<file path="config.mk">
export PLATFORM = sky130hd
export DESIGN_NAME = lsj_ctrl
export DESIGN_NICKNAME = d
export VERILOG_FILES = /design/src/hw/rtl/lsj_pkg.sv /design/src/hw/rtl/lsj_ctrl.sv
export SDC_FILE = /design/constraint.sdc
export NUM_CORES = 1
export LEC_CHECK = 0
export BUFFER_PORTS_ARGS = -buffer_cell sky130_fd_sc_hd__buf_4
export CELL_PAD_IN_SITES_DETAIL_PLACEMENT = 1
export CELL_PAD_IN_SITES_GLOBAL_PLACEMENT = 1
export CORE_ASPECT_RATIO = 0.7
export CORE_MARGIN = 2
export CORE_UTILIZATION = 25
export DETAILED_ROUTE_END_ITERATION = 10
export PLACE_DENSITY_LB_ADDON = 0.1
export SYNTH_ARGS = -nofsm -noshare
export SYNTH_HDL_FRONTEND = slang
export SYNTH_SLANG_ARGS = --single-unit
export TNS_END_PERCENT = 50
</file>
<file path="constraint.sdc">
create_clock -name clk -period 5.05 [get_ports clk]
set_clock_uncertainty 0.15 [all_clocks]
set_input_delay 1.515 -clock clk [delete_from_list [all_inputs] [get_ports clk]]
set_output_delay 1.515 -clock clk [all_outputs]
set_load 0.01 [all_outputs]
</file>
<file path="src/hw/rtl/lsj_pkg.sv">
// ----------------------------------------------------------------------------
// lsj_pkg: shared types and constants of the Laplace subdomain Jacobi solver
// Grid dimensions, Q15.24 value width, payload structs, controller states
// and the command/status structs between controller and datapath.
// ----------------------------------------------------------------------------
`default_nettype none

package lsj_pkg;

  localparam int MAX_ROWS  = 16;
  localparam int MAX_COLS  = 16;
  localparam int VALUE_W   = 40;

  localparam int ROW_W     = $clog2(MAX_ROWS);
  localparam int COL_W     = $clog2(MAX_COLS);
  localparam int ROWCNT_W  = $clog2(MAX_ROWS + 1);
  localparam int COLCNT_W  = $clog2(MAX_COLS + 1);
  localparam int MEM_DEPTH = MAX_ROWS * MAX_COLS;
  localparam int ADDR_W    = $clog2(MEM_DEPTH);
  localparam int MAX_LINE  = (MAX_ROWS > MAX_COLS) ? MAX_ROWS : MAX_COLS;
  localparam int LINECNT_W = $clog2(MAX_LINE + 1);
  localparam int SUM_W     = VALUE_W + $clog2(MAX_LINE);
  localparam int QSUM_W    = VALUE_W + 2;
  localparam int GAP_W     = VALUE_W + 1;
  localparam int MIN_DIM   = 3;

  localparam int DIM_W      = 5;
  localparam int SWEEP_W    = 16;
  localparam int TOL_W      = 24;
  localparam int CFG_IDX_W  = 3;
  localparam int CFG_DATA_W = 24;

  localparam logic [DIM_W-1:0]   ROWS_RESET       = 5'd5;
  localparam logic [DIM_W-1:0]   COLS_RESET       = 5'd5;
  localparam logic [SWEEP_W-1:0] MAX_SWEEPS_RESET = 16'd500;
  localparam logic [TOL_W-1:0]   SWEEP_TOL_RESET  = 24'd17;
  localparam logic [TOL_W-1:0]   EDGE_TOL_RESET   = 24'd168;

  typedef enum logic [CFG_IDX_W-1:0] {
    REG_ROWS       = 3'd0,
    REG_COLS       = 3'd1,
    REG_MAX_SWEEPS = 3'd2,
    REG_SWEEP_TOL  = 3'd3,
    REG_EDGE_TOL   = 3'd4
  } reg_index_t;

  typedef struct packed {
    logic signed [VALUE_W-1:0] left_value;
    logic signed [VALUE_W-1:0] right_value;
    logic signed [VALUE_W-1:0] top_value;
    logic signed [VALUE_W-1:0] bottom_value;
  } in_t;

  typedef struct packed {
    logic signed [VALUE_W-1:0] left_average;
    logic signed [VALUE_W-1:0] right_average;
    logic signed [VALUE_W-1:0] top_average;
    logic signed [VALUE_W-1:0] bottom_average;
    logic                      settled;
  } out_t;

  typedef struct packed {
    logic [ROWCNT_W-1:0] rows;
    logic [COLCNT_W-1:0] cols;
    logic [SWEEP_W-1:0]  max_sweeps;
    logic [TOL_W-1:0]    sweep_tol;
    logic [TOL_W-1:0]    edge_tol;
  } cfg_t;

  typedef enum logic [2:0] {
    RD_NONE,
    RD_UD,
    RD_LR,
    RD_C,
    RD_ECOL,
    RD_EROW
  } rd_phase_t;

  typedef struct packed {
    rd_phase_t        phase;
    logic [ROW_W-1:0] row;
    logic [COL_W-1:0] col;
    logic             load_in;
    logic             bank_clr;
    logic             init_wr;
    logic             calc;
    logic             wr_cell;
    logic             sweep_clr;
    logic             swap;
    logic             div_start;
    logic [1:0]       div_sel;
    logic             finish;
  } cmd_t;

  typedef struct packed {
    logic worst_below;
    logic div_done;
  } status_t;

  typedef enum logic [3:0] {
    S_IDLE,
    S_INIT,
    S_RD0,
    S_RD1,
    S_RD2,
    S_CALC,
    S_WR,
    S_SWEEP_END,
    S_MEAN_COL,
    S_MEAN_ROW,
    S_MEAN_TAIL,
    S_DIV_GO,
    S_DIV_WAIT,
    S_FINISH
  } state_t;

  function automatic logic [ADDR_W-1:0] cell_addr(input logic [ROW_W-1:0] row,
                                                  input logic [COL_W-1:0] col);
    return ADDR_W'(int'(row) * MAX_COLS + int'(col));
  endfunction

endpackage

`default_nettype wire

</file>
<file path="src/hw/rtl/lsj_ctrl.sv">
// ----------------------------------------------------------------------------
// lsj_ctrl: sequencer of the Laplace subdomain Jacobi solver
// Walks grid load, per-cell stencil steps, sweep ends, edge line reads and
// the four divisions, and strobes the result.
// ----------------------------------------------------------------------------
`default_nettype none

module lsj_ctrl (
  input  wire logic              clk,
  input  wire logic              rst,
  input  wire lsj_pkg::cfg_t     cfg,
  input  wire logic              start,
  input  wire lsj_pkg::status_t  status,
  output lsj_pkg::cmd_t          cmd,
  output logic                   busy,
  output logic                   done
);
  import lsj_pkg::*;

  state_t             state, state_next;
  logic [ROW_W-1:0]   row, row_next;
  logic [COL_W-1:0]   col, col_next;
  logic [SWEEP_W-1:0] sweep_count, sweep_count_next;
  logic [1:0]         sel, sel_next;
  logic [ROW_W-1:0]   last_row, rows_top;
  logic [COL_W-1:0]   last_col, cols_top;
  logic [SWEEP_W:0]   count_inc;

  always_ff @(posedge clk) begin
    if (rst) begin
      state       <= S_IDLE;
      row         <= '0;
      col         <= '0;
      sweep_count <= '0;
      sel         <= '0;
      done        <= 1'b0;
    end else begin
      state       <= state_next;
      row         <= row_next;
      col         <= col_next;
      sweep_count <= sweep_count_next;
      sel         <= sel_next;
      done        <= (state == S_FINISH);
    end
  end

  always_comb begin
    last_row  = ROW_W'(cfg.rows - ROWCNT_W'(2));
    last_col  = COL_W'(cfg.cols - COLCNT_W'(2));
    rows_top  = ROW_W'(cfg.rows - ROWCNT_W'(1));
    cols_top  = COL_W'(cfg.cols - COLCNT_W'(1));
    count_inc = {1'b0, sweep_count} + (SWEEP_W+1)'(1);

    state_next       = state;
    row_next         = row;
    col_next         = col;
    sweep_count_next = sweep_count;
    sel_next         = sel;

    cmd           = '0;
    cmd.phase     = RD_NONE;
    cmd.row       = row;
    cmd.col       = col;
    cmd.div_sel   = sel;

    case (state)
      S_IDLE: begin
        if (start) begin
          cmd.load_in  = 1'b1;
          cmd.bank_clr = 1'b1;
          row_next     = '0;
          col_next     = '0;
          state_next   = S_INIT;
        end
      end
      S_INIT: begin
        cmd.init_wr = 1'b1;
        if (col == COL_W'(MAX_COLS - 1)) begin
          col_next = '0;
          if (row == ROW_W'(MAX_ROWS - 1)) begin
            sweep_count_next = '0;
            if (cfg.max_sweeps == '0) begin
              row_next   = '0;
              state_next = S_MEAN_COL;
            end else begin
              cmd.sweep_clr = 1'b1;
              row_next      = ROW_W'(1);
              col_next      = COL_W'(1);
              state_next    = S_RD0;
            end
          end else begin
            row_next = row + ROW_W'(1);
          end
        end else begin
          col_next = col + COL_W'(1);
        end
      end
      S_RD0: begin
        cmd.phase  = RD_UD;
        state_next = S_RD1;
      end
      S_RD1: begin
        cmd.phase  = RD_LR;
        state_next = S_RD2;
      end
      S_RD2: begin
        cmd.phase  = RD_C;
        state_next = S_CALC;
      end
      S_CALC: begin
        cmd.calc   = 1'b1;
        state_next = S_WR;
      end
      S_WR: begin
        cmd.wr_cell = 1'b1;
        state_next  = S_RD0;
        if (col == last_col) begin
          col_next = COL_W'(1);
          if (row == last_row) begin
            state_next = S_SWEEP_END;
          end else begin
            row_next = row + ROW_W'(1);
          end
        end else begin
          col_next = col + COL_W'(1);
        end
      end
      S_SWEEP_END: begin
        cmd.swap         = 1'b1;
        sweep_count_next = count_inc[SWEEP_W-1:0];
        if (status.worst_below || count_inc >= {1'b0, cfg.max_sweeps}) begin
          row_next   = '0;
          state_next = S_MEAN_COL;
        end else begin
          cmd.sweep_clr = 1'b1;
          row_next      = ROW_W'(1);
          col_next      = COL_W'(1);
          state_next    = S_RD0;
        end
      end
      S_MEAN_COL: begin
        cmd.phase = RD_ECOL;
        if (row == rows_top) begin
          col_next   = '0;
          state_next = S_MEAN_ROW;
        end else begin
          row_next = row + ROW_W'(1);
        end
      end
      S_MEAN_ROW: begin
        cmd.phase = RD_EROW;
        if (col == cols_top) begin
          state_next = S_MEAN_TAIL;
        end else begin
          col_next = col + COL_W'(1);
        end
      end
      S_MEAN_TAIL: begin
        // let the last row read land in its accumulator
        sel_next   = '0;
        state_next = S_DIV_GO;
      end
      S_DIV_GO: begin
        cmd.div_start = 1'b1;
        state_next    = S_DIV_WAIT;
      end
      S_DIV_WAIT: begin
        if (status.div_done) begin
          if (sel == 2'd3) begin
            state_next = S_FINISH;
          end else begin
            sel_next   = sel + 2'd1;
            state_next = S_DIV_GO;
          end
        end
      end
      S_FINISH: begin
        cmd.finish = 1'b1;
        state_next = S_IDLE;
      end
      default: state_next = S_IDLE;
    endcase
  end

  assign busy = (state != S_IDLE);

endmodule

`default_nettype wire

</file>
==> results.tsv, run 1 <==
stage	metric	value	unit
setup_path	endpoint_kind	output port	
global_route	antenna_found_initial	0	
layout	multi_input_area	2135	sq um
timing	fmax	204.8	MHz
route	drtPass1Iterations	4	
yosys	synth_seq_cells	31	
yosys	syn_inst	385	
layout	diodes	0	
clock_tree	ctsHtreeMaxLevel	2	
layout	fin_nets	543	
flow_run	drv_cap	0	
placed_design	placed_cell_area	3523	sq um
setup_path	crit_slowest_cell	a211o_1	
yosys	synth_area	2947	sq um
power	clock_power_share	27.8	%
setup_path	crit_type	in -> out	
floorplan	core	11600	sq um
layout	syn_to_final_growth	25.56	%
placed_design	place.gp.congestion	0.7460	
layout	design_area	3700	sq um
global_route	grt-ovfl-total	0	
global_route	grt_pass1_vias	2886	
layout	fillers	1394	
power	p_leak	0.001595	uW
setup_path	start_kind	primary input	
floorplan	num_io_pins	103	
timing	setup_violations	0	
setup_path	rrSetupSlack	1.30	ns
setup_path	r2r-start	sweep_count[0]$_SDFFE_PP0P_	
layout	regArea	623.1	sq um
timing	hold_ws	0.3440	ns
yosys	synth_enable_flop_cells	0	
floorplan	start_util	25.40	%
yosys	yosys-top-cells-area	dfxtp_1, ha_1, xnor2_1, a21oi_1, nor2_1	
power	p_sw	421.8	uW
route	via_per_inst	4.916	
power	p_comb_share	42.8	%
power	p_int	646.4	uW
layout	drive_above_1_share	21.41	%
yosys	syn-mean-instance-area	7.653	sq um
clock_tree	clk_pin_slew	0.05	ns
clock_tree	cts_tree	built	
yosys	postSynthNetCount	490	
yosys	async_flop_share	0	%
clock_tree	cts_root_buffer	clkbuf_16	
floorplan	die-area	12680	sq um
floorplan	die_w	133.8	um
setup_path	cp-startpoint	cfg[56]	
clock_tree	clock_latency	0.28	ns
timing	fin_crit	4.883	ns
timing	fin_crit_sh	96.70	%
power	seq_power_share	29.4	%
placed_design	io_buffer_count	52	
power	swShare	39.48	%
route	ant_nets	0	
route	wire_per_inst	16.11	um
global_route	grt_usage	15.90	%
yosys	yosysSeqAreaShare	21.06	%
route	first_iter_violations	124	
setup_path	slowest_delay	0.35	ns
route	drc	0	
yosys	yosysTopAreaCellShare	21.06	%
layout	final_common_cell	buf_4	
clock_tree	ctsLongestPathBuffers	2	
setup_path	critPathMaxFanout	2	
yosys	yosys_warnings	0	
placed_design	place_ws	0.09608	ns
setup_path	cp.arrival	3.22	ns
power	peakVddDrop	0.0001122	V
placed_design	place_hpwl	7528	um
setup_path	critical-path-top-delay-family	compound AO/OA/AOI/OAI gates	
clock_tree	cts.sinks	31	
global_route	grt_max_degree	31	
timing	setup_tns	0	ns
layout	final_cell_mix	buf_4, a21oi_1, nor2_1	
route	wl	9603	um
setup_path	path_cells	buf_4 > inv_1 > ha_1 > a21oi_1 > o21ai_1 > a211o_1 > nor4_2 > nand2_1 > nand2_1 > buf_4	
clock_tree	cts_buffers	5	
floorplan	rows	33	
run_status	outcome	finished, final reports clean	
yosys	synth_top_area_cell	dfxtp_1	
floorplan	die_h	94.83	um
min_path	worstHoldStart	sel[1]$_SDFFE_PP0P_	
timing	worst_slack	0.1666	ns
timing	slew_headroom	44.42	%
layout	fin_util	31.89	%
setup_path	worst_ep_required_time	3.39	ns
timing	finalHoldViolCount	0	
power	p_per_area	288.7	nW/um^2
global_route	grt_pass1_wl	15790	um
timing	tightest_slew	0.8247	ns
min_path	hold_class	reg -> reg	
setup_path	path_buf_inv	3	
timing	drv_slew	0	
yosys	ys_types	64	
yosys	synthFlopType	dfxtp_1	
route	num_vias	2930	
[Yosys cell counts (3+ instances only)]
library cell  number
a21oi_1           33
dfxtp_1           31
nor2_1            31
inv_1             29
ha_1              26
nand2_1           26
xnor2_1           21
nand3_1           17
o21ai_1           14
or3_1             13
clkbuf_1          11
nor3_1            11
nor4_1             8
xor2_1             8
a22oi_1            6
nand4_1            6
nor3b_1            6
and3_1             5
buf_4              5
nand2b_1           5
o21a_1             5
o21ai_0            5
nand3b_1           4
nor4_2             3
o21bai_1           3
[metrics by stage]
step,std cells,total power (uW)
final,596,1068
after global routing,596,1153
after CTS,595,1081
after detailed placement,587,774.8
after global placement,587,773.7
after floorplan,385,623.4
[cell type report]
type                       count  share of cell area [%]
multi-input combinational    304                   57.69
sequential                    31                   16.84
timing repair buffer          65                   13.19
tap                          157                   5.309
clock buffer                   7                   3.585
inverter                      31                   3.247
clock inverter                 1                  0.1353
[what timing repair did]
action / in CTS / in global routing
setup buffers: 0 / 1
hold buffers: 0 / 0
resized for setup: 1 / 8
pin swaps: 0 / 3
setup endpoints to repair: 1 / 1
[final timing paths]
check | end | depth (start not counted)
setup / recovery | cmd[5] | 10
hold / removal | sel[1]$_SDFFE_PP0P_ | 2
setup reg to reg | col[1]$_SDFFE_PP0P_ | 12
hold reg to reg | sel[1]$_SDFFE_PP0P_ | 2
[flip-flops by register name (all words and copies together) (netlist names)]
signal       cells
done             1
state            4
sel              2
row              4
sweep_count     16
col              4
[layer usage]
metal	GRT usage (%)	part of all wire (%)	routed length, um	vias to the layer above
met5	0	0	0	-
met4	2.926	0.70	67	0
met3	3.221	2.6	245	8
met2	21.11	38	3688	27
met1	25.55	58	5602	1405
li1	-	-	-	1490
[cells by family after synthesis]
| logic type | after synthesis | share of synthesized area [%] |
|---|---|---|
| buffers and inverters | 50 | 7.473 |
| AND/OR/NAND/NOR | 147 | 26.92 |
| multiplexers | 1 | 0.3397 |
| XOR/XNOR | 32 | 11.00 |
| AO/OA/AOI/OAI | 98 | 22.17 |
| adder cells (fa/ha/maj) | 26 | 11.04 |
| flip-flops | 31 | 21.06 |
[power by group through the flow]
stage,combinational [uW],sequential [uW],clock [uW]
after floorplan,336,288,0
after global placement,455,319,0
after detailed placement,456,318,0
after CTS,459,313,308
after global routing,512,319,322
final,457,314,297
[worst register-to-register path: cells and delay by family (launching register included)]
kind | cells | cell delay, ns
AND/OR/NAND/NOR | 4 | 0.75
flip-flops | 1 | 0.37
adder cells (fa/ha/maj) | 2 | 0.47
XOR/XNOR | 1 | 0.21
AO/OA/AOI/OAI | 5 | 1.70
(Power assumes the default switching activity.)
==> inputs of run 2 (changes only) <==
- CORE_ASPECT_RATIO: 0.7 -> 0.6
- HOLD_SLACK_MARGIN: unset -> 0.1
==> run 2 against run 1 <==
Against the previous run:
- core utilization rose by 0.98 points
- maximum frequency rose by 0.25%
- routed wire length rose by 3.8%
- largest power group unchanged
- critical path type unchanged
- via count rose by 1.1%
==> results.tsv, run 2 (same netlist as run 1, synthesis figures left out) <==
stage	metric	value	unit	change
timing	slew_headroom	45.96	%	+1.5 points
flow_run	drv_cap	0		unchanged
setup_path	crit_type	in -> out		
clock_tree	cts.sinks	31		unchanged
timing	fmax	205.3	MHz	+0.25%
power	peakVddDrop	0.0001325	V	+18%
setup_path	critPathMaxFanout	2		unchanged
floorplan	die_h	88.10	um	-7.1%
timing	setup_violations	0		unchanged
setup_path	rrSetupSlack	1.17	ns	-0.13 ns
route	wl	9969	um	+3.8%
layout	design_area	3751	sq um	+1.4%
layout	fin_nets	547		+0.74%
floorplan	die-area	12700	sq um	+0.12%
clock_tree	clk_pin_slew	0.05	ns	about the same
route	drt-met1-wl	5708	um	+1.9%
setup_path	r2r_cells	13		+1
power	p_int	679.8	uW	+5.2%
timing	fin_crit	4.871	ns	-0.01202 ns
setup_path	crit_slowest_cell	a211o_1		
global_route	grt_pass1_wl	15480	um	-1.9%
global_route	grt_max_degree	31		unchanged
setup_path	slowest_delay	0.34	ns	about the same
clock_tree	ctsHtreeMaxLevel	2		unchanged
setup_path	cp.arrival	3.21	ns	about the same
route	drtPass1Iterations	4		unchanged
run_status	outcome	finished, final reports clean		
clock_tree	cts_root_buffer	clkbuf_16		
setup_path	regToRegEndpoint	col[1]$_SDFFE_PP0P_		
layout	final_cell_mix	buf_4, a21oi_1, nor2_1		
route	via_per_inst	4.910		-0.12%
placed_design	place_hpwl	7934	um	+5.4%
timing	fin_crit_sh	96.46	%	-0.24 points
floorplan	core	11410	sq um	-1.7%
power	p_leak	0.001623	uW	+1.7%
global_route	grt_usage	16.04	%	+0.14 points
timing	drv_slew	0		unchanged
route	ant_nets	0		unchanged
power	swShare	38.80	%	-0.68 points
timing	setup_tns	0	ns	unchanged
floorplan	num_io_pins	103		unchanged
power	p_comb_share	44.3	%	+1.5 points
layout	drive_above_1_share	21.90	%	+0.48 points
clock_tree	ctsLongestPathBuffers	2		unchanged
clock_tree	cts_buffers	5		unchanged
route	dr_wl_met2	3680	um	-0.22%
route	wire_per_inst	16.53	um	+2.6%
power	p_per_area	296.1	nW/um^2	+2.6%
power	p_sw	431.0	uW	+2.2%
power	seq_power_share	26.4	%	-3.0 points
placed_design	placed_cell_area	3557	sq um	+0.96%
layout	largest_reg_flops	16		unchanged
min_path	hold_class	reg -> reg		
floorplan	rows	30		-9.1%
route	num_vias	2961		+1.1%
layout	regMostFlops	sweep_count		
setup_path	endpoint_kind	output port		
floorplan	die_w	144.2	um	+7.8%
setup_path	crit_path_end	cmd[5]		
clock_tree	clock_latency	0.28	ns	about the same
global_route	grt-ovfl-total	0		unchanged
setup_path	r2r-start	sweep_count[7]$_SDFFE_PP0P_		
clock_tree	hold_buffers	0		unchanged
layout	syn_to_final_growth	27.30	%	
setup_path	worst_ep_required_time	3.39	ns	about the same
floorplan	start_util	25.82	%	+0.43 points
route	drc	0		unchanged
setup_path	path_cells	buf_4 > inv_1 > ha_1 > a21oi_1 > o21ai_1 > a211o_1 > nor4_2 > nand2_1 > nand2_1 > buf_4		
clock_tree	cts_tree	built		
setup_path	cp-startpoint	cfg[56]		
layout	final_common_cell	buf_4		
placed_design	io_buffer_count	52		unchanged
route	top_layer	met4		
timing	tightest_slew	0.8018	ns	-0.02296 ns
power	clock_power_share	29.3	%	+1.5 points
route	first_iter_violations	180		+45%
global_route	antenna_found_initial	0		unchanged
placed_design	place.gp.congestion	0.7883		+5.7%
layout	diodes	0		unchanged
timing	finalHoldViolCount	0		unchanged
route	met3_wirelength	531	um	+120%
global_route	grt_pass1_vias	2772		-4.0%
setup_path	start_kind	primary input		
-- run 2: changes by cell type in the layout (fill, tap and decap cells not counted) --
cell	previous run	this run
nand2_1	25	26
clkinv_2	1	0
clkbuf_8	0	2
dfxtp_1	29	30
nor3_1	11	10
nor2_2	3	2
nor3_2	0	1
clkbuf_1	2	1
nor2_1	30	31
buf_4	65	69
dfxtp_2	2	1
nand2_2	1	0
-- run 2: area by class of cell --
cell class,count,area [sq um]
clock buffers,8,156.4
fillers,1428,7660
inverters,31,120.1
multi-input cells,304,2135
flip-flops and latches,31,621.8
well taps,160,200.2
repair buffers,69,518.0
-- run 2: worst min-delay path by stage --
stage,startpoint,end,slack (ns),cells after the start
6_report,sel[1]$_SDFFE_PP0P_,sel[1]$_SDFFE_PP0P_,0.34,2
5_1_grt,sel[1]$_SDFFE_PP0P_,sel[1]$_SDFFE_PP0P_,0.38,2
4_1_cts,sel[1]$_SDFFE_PP0P_,sel[1]$_SDFFE_PP0P_,0.35,2
3_5_place_dp,sel[1]$_SDFFE_PP0P_,sel[1]$_SDFFE_PP0P_,0.34,2
3_3_place_gp,sel[1]$_SDFFE_PP0P_,sel[1]$_SDFFE_PP0P_,0.33,2
2_1_floorplan,sweep_count[5]$_SDFFE_PP0P_,sweep_count[5]$_SDFFE_PP0P_,0.33,2
-- run 2: what timing repair did --
action | in CTS | in global routing
endpoints found under the hold margin | 0 | 0
setup endpoints to repair | 1 | 1
setup buffers | 0 | 1
pin swaps | 0 | 3
gates cloned | 0 | 0
resized for setup | 2 | 5
-- run 2: metal layers --
layer,GRT usage [%],vias up
met2,20.17,48
li1,-,1498
met1,27.14,1409
met5,0,-
met4,2.118,0
met3,3.280,6
-- run 2: per-stage QoR --
| stage | util [%] | std cells | hold slack [ns] | setup slack [ns] | power (uW) |
|---|---|---|---|---|---|
| after floorplan | - | 385 | 0.3307 | 0.5831 | 623.4 |
| after global placement | 31.17 | 594 | 0.3257 | 0.1021 | 783.4 |
| after detailed placement | 31.17 | 594 | 0.3368 | 0.1010 | 789.1 |
| after CTS | 32.60 | 602 | 0.3467 | 0.01273 | 1120 |
| after global routing | 32.87 | 603 | 0.3840 | -0.002478 | 1184 |
| final | 32.87 | 603 | 0.3406 | 0.1786 | 1111 |
-- run 2: power groups by stage --
stage / sequential [uW] / clock (uW) / combinational, uW
2_1_floorplan: 288 / 0 / 336
3_3_place_gp: 298 / 0 / 485
3_5_place_dp: 298 / 0 / 491
4_1_cts: 293 / 334 / 493
5_1_grt: 297 / 347 / 540
6_report: 293 / 325 / 493
-- run 2: worst max-delay path, delay by kind of cell --
kind,cells,cell delay [ns]
AOI/OAI and AO/OA,3,0.62
and+or+nand+nor,3,0.49
adders and majority gates,1,0.31
buffers and inverters,3,0.28
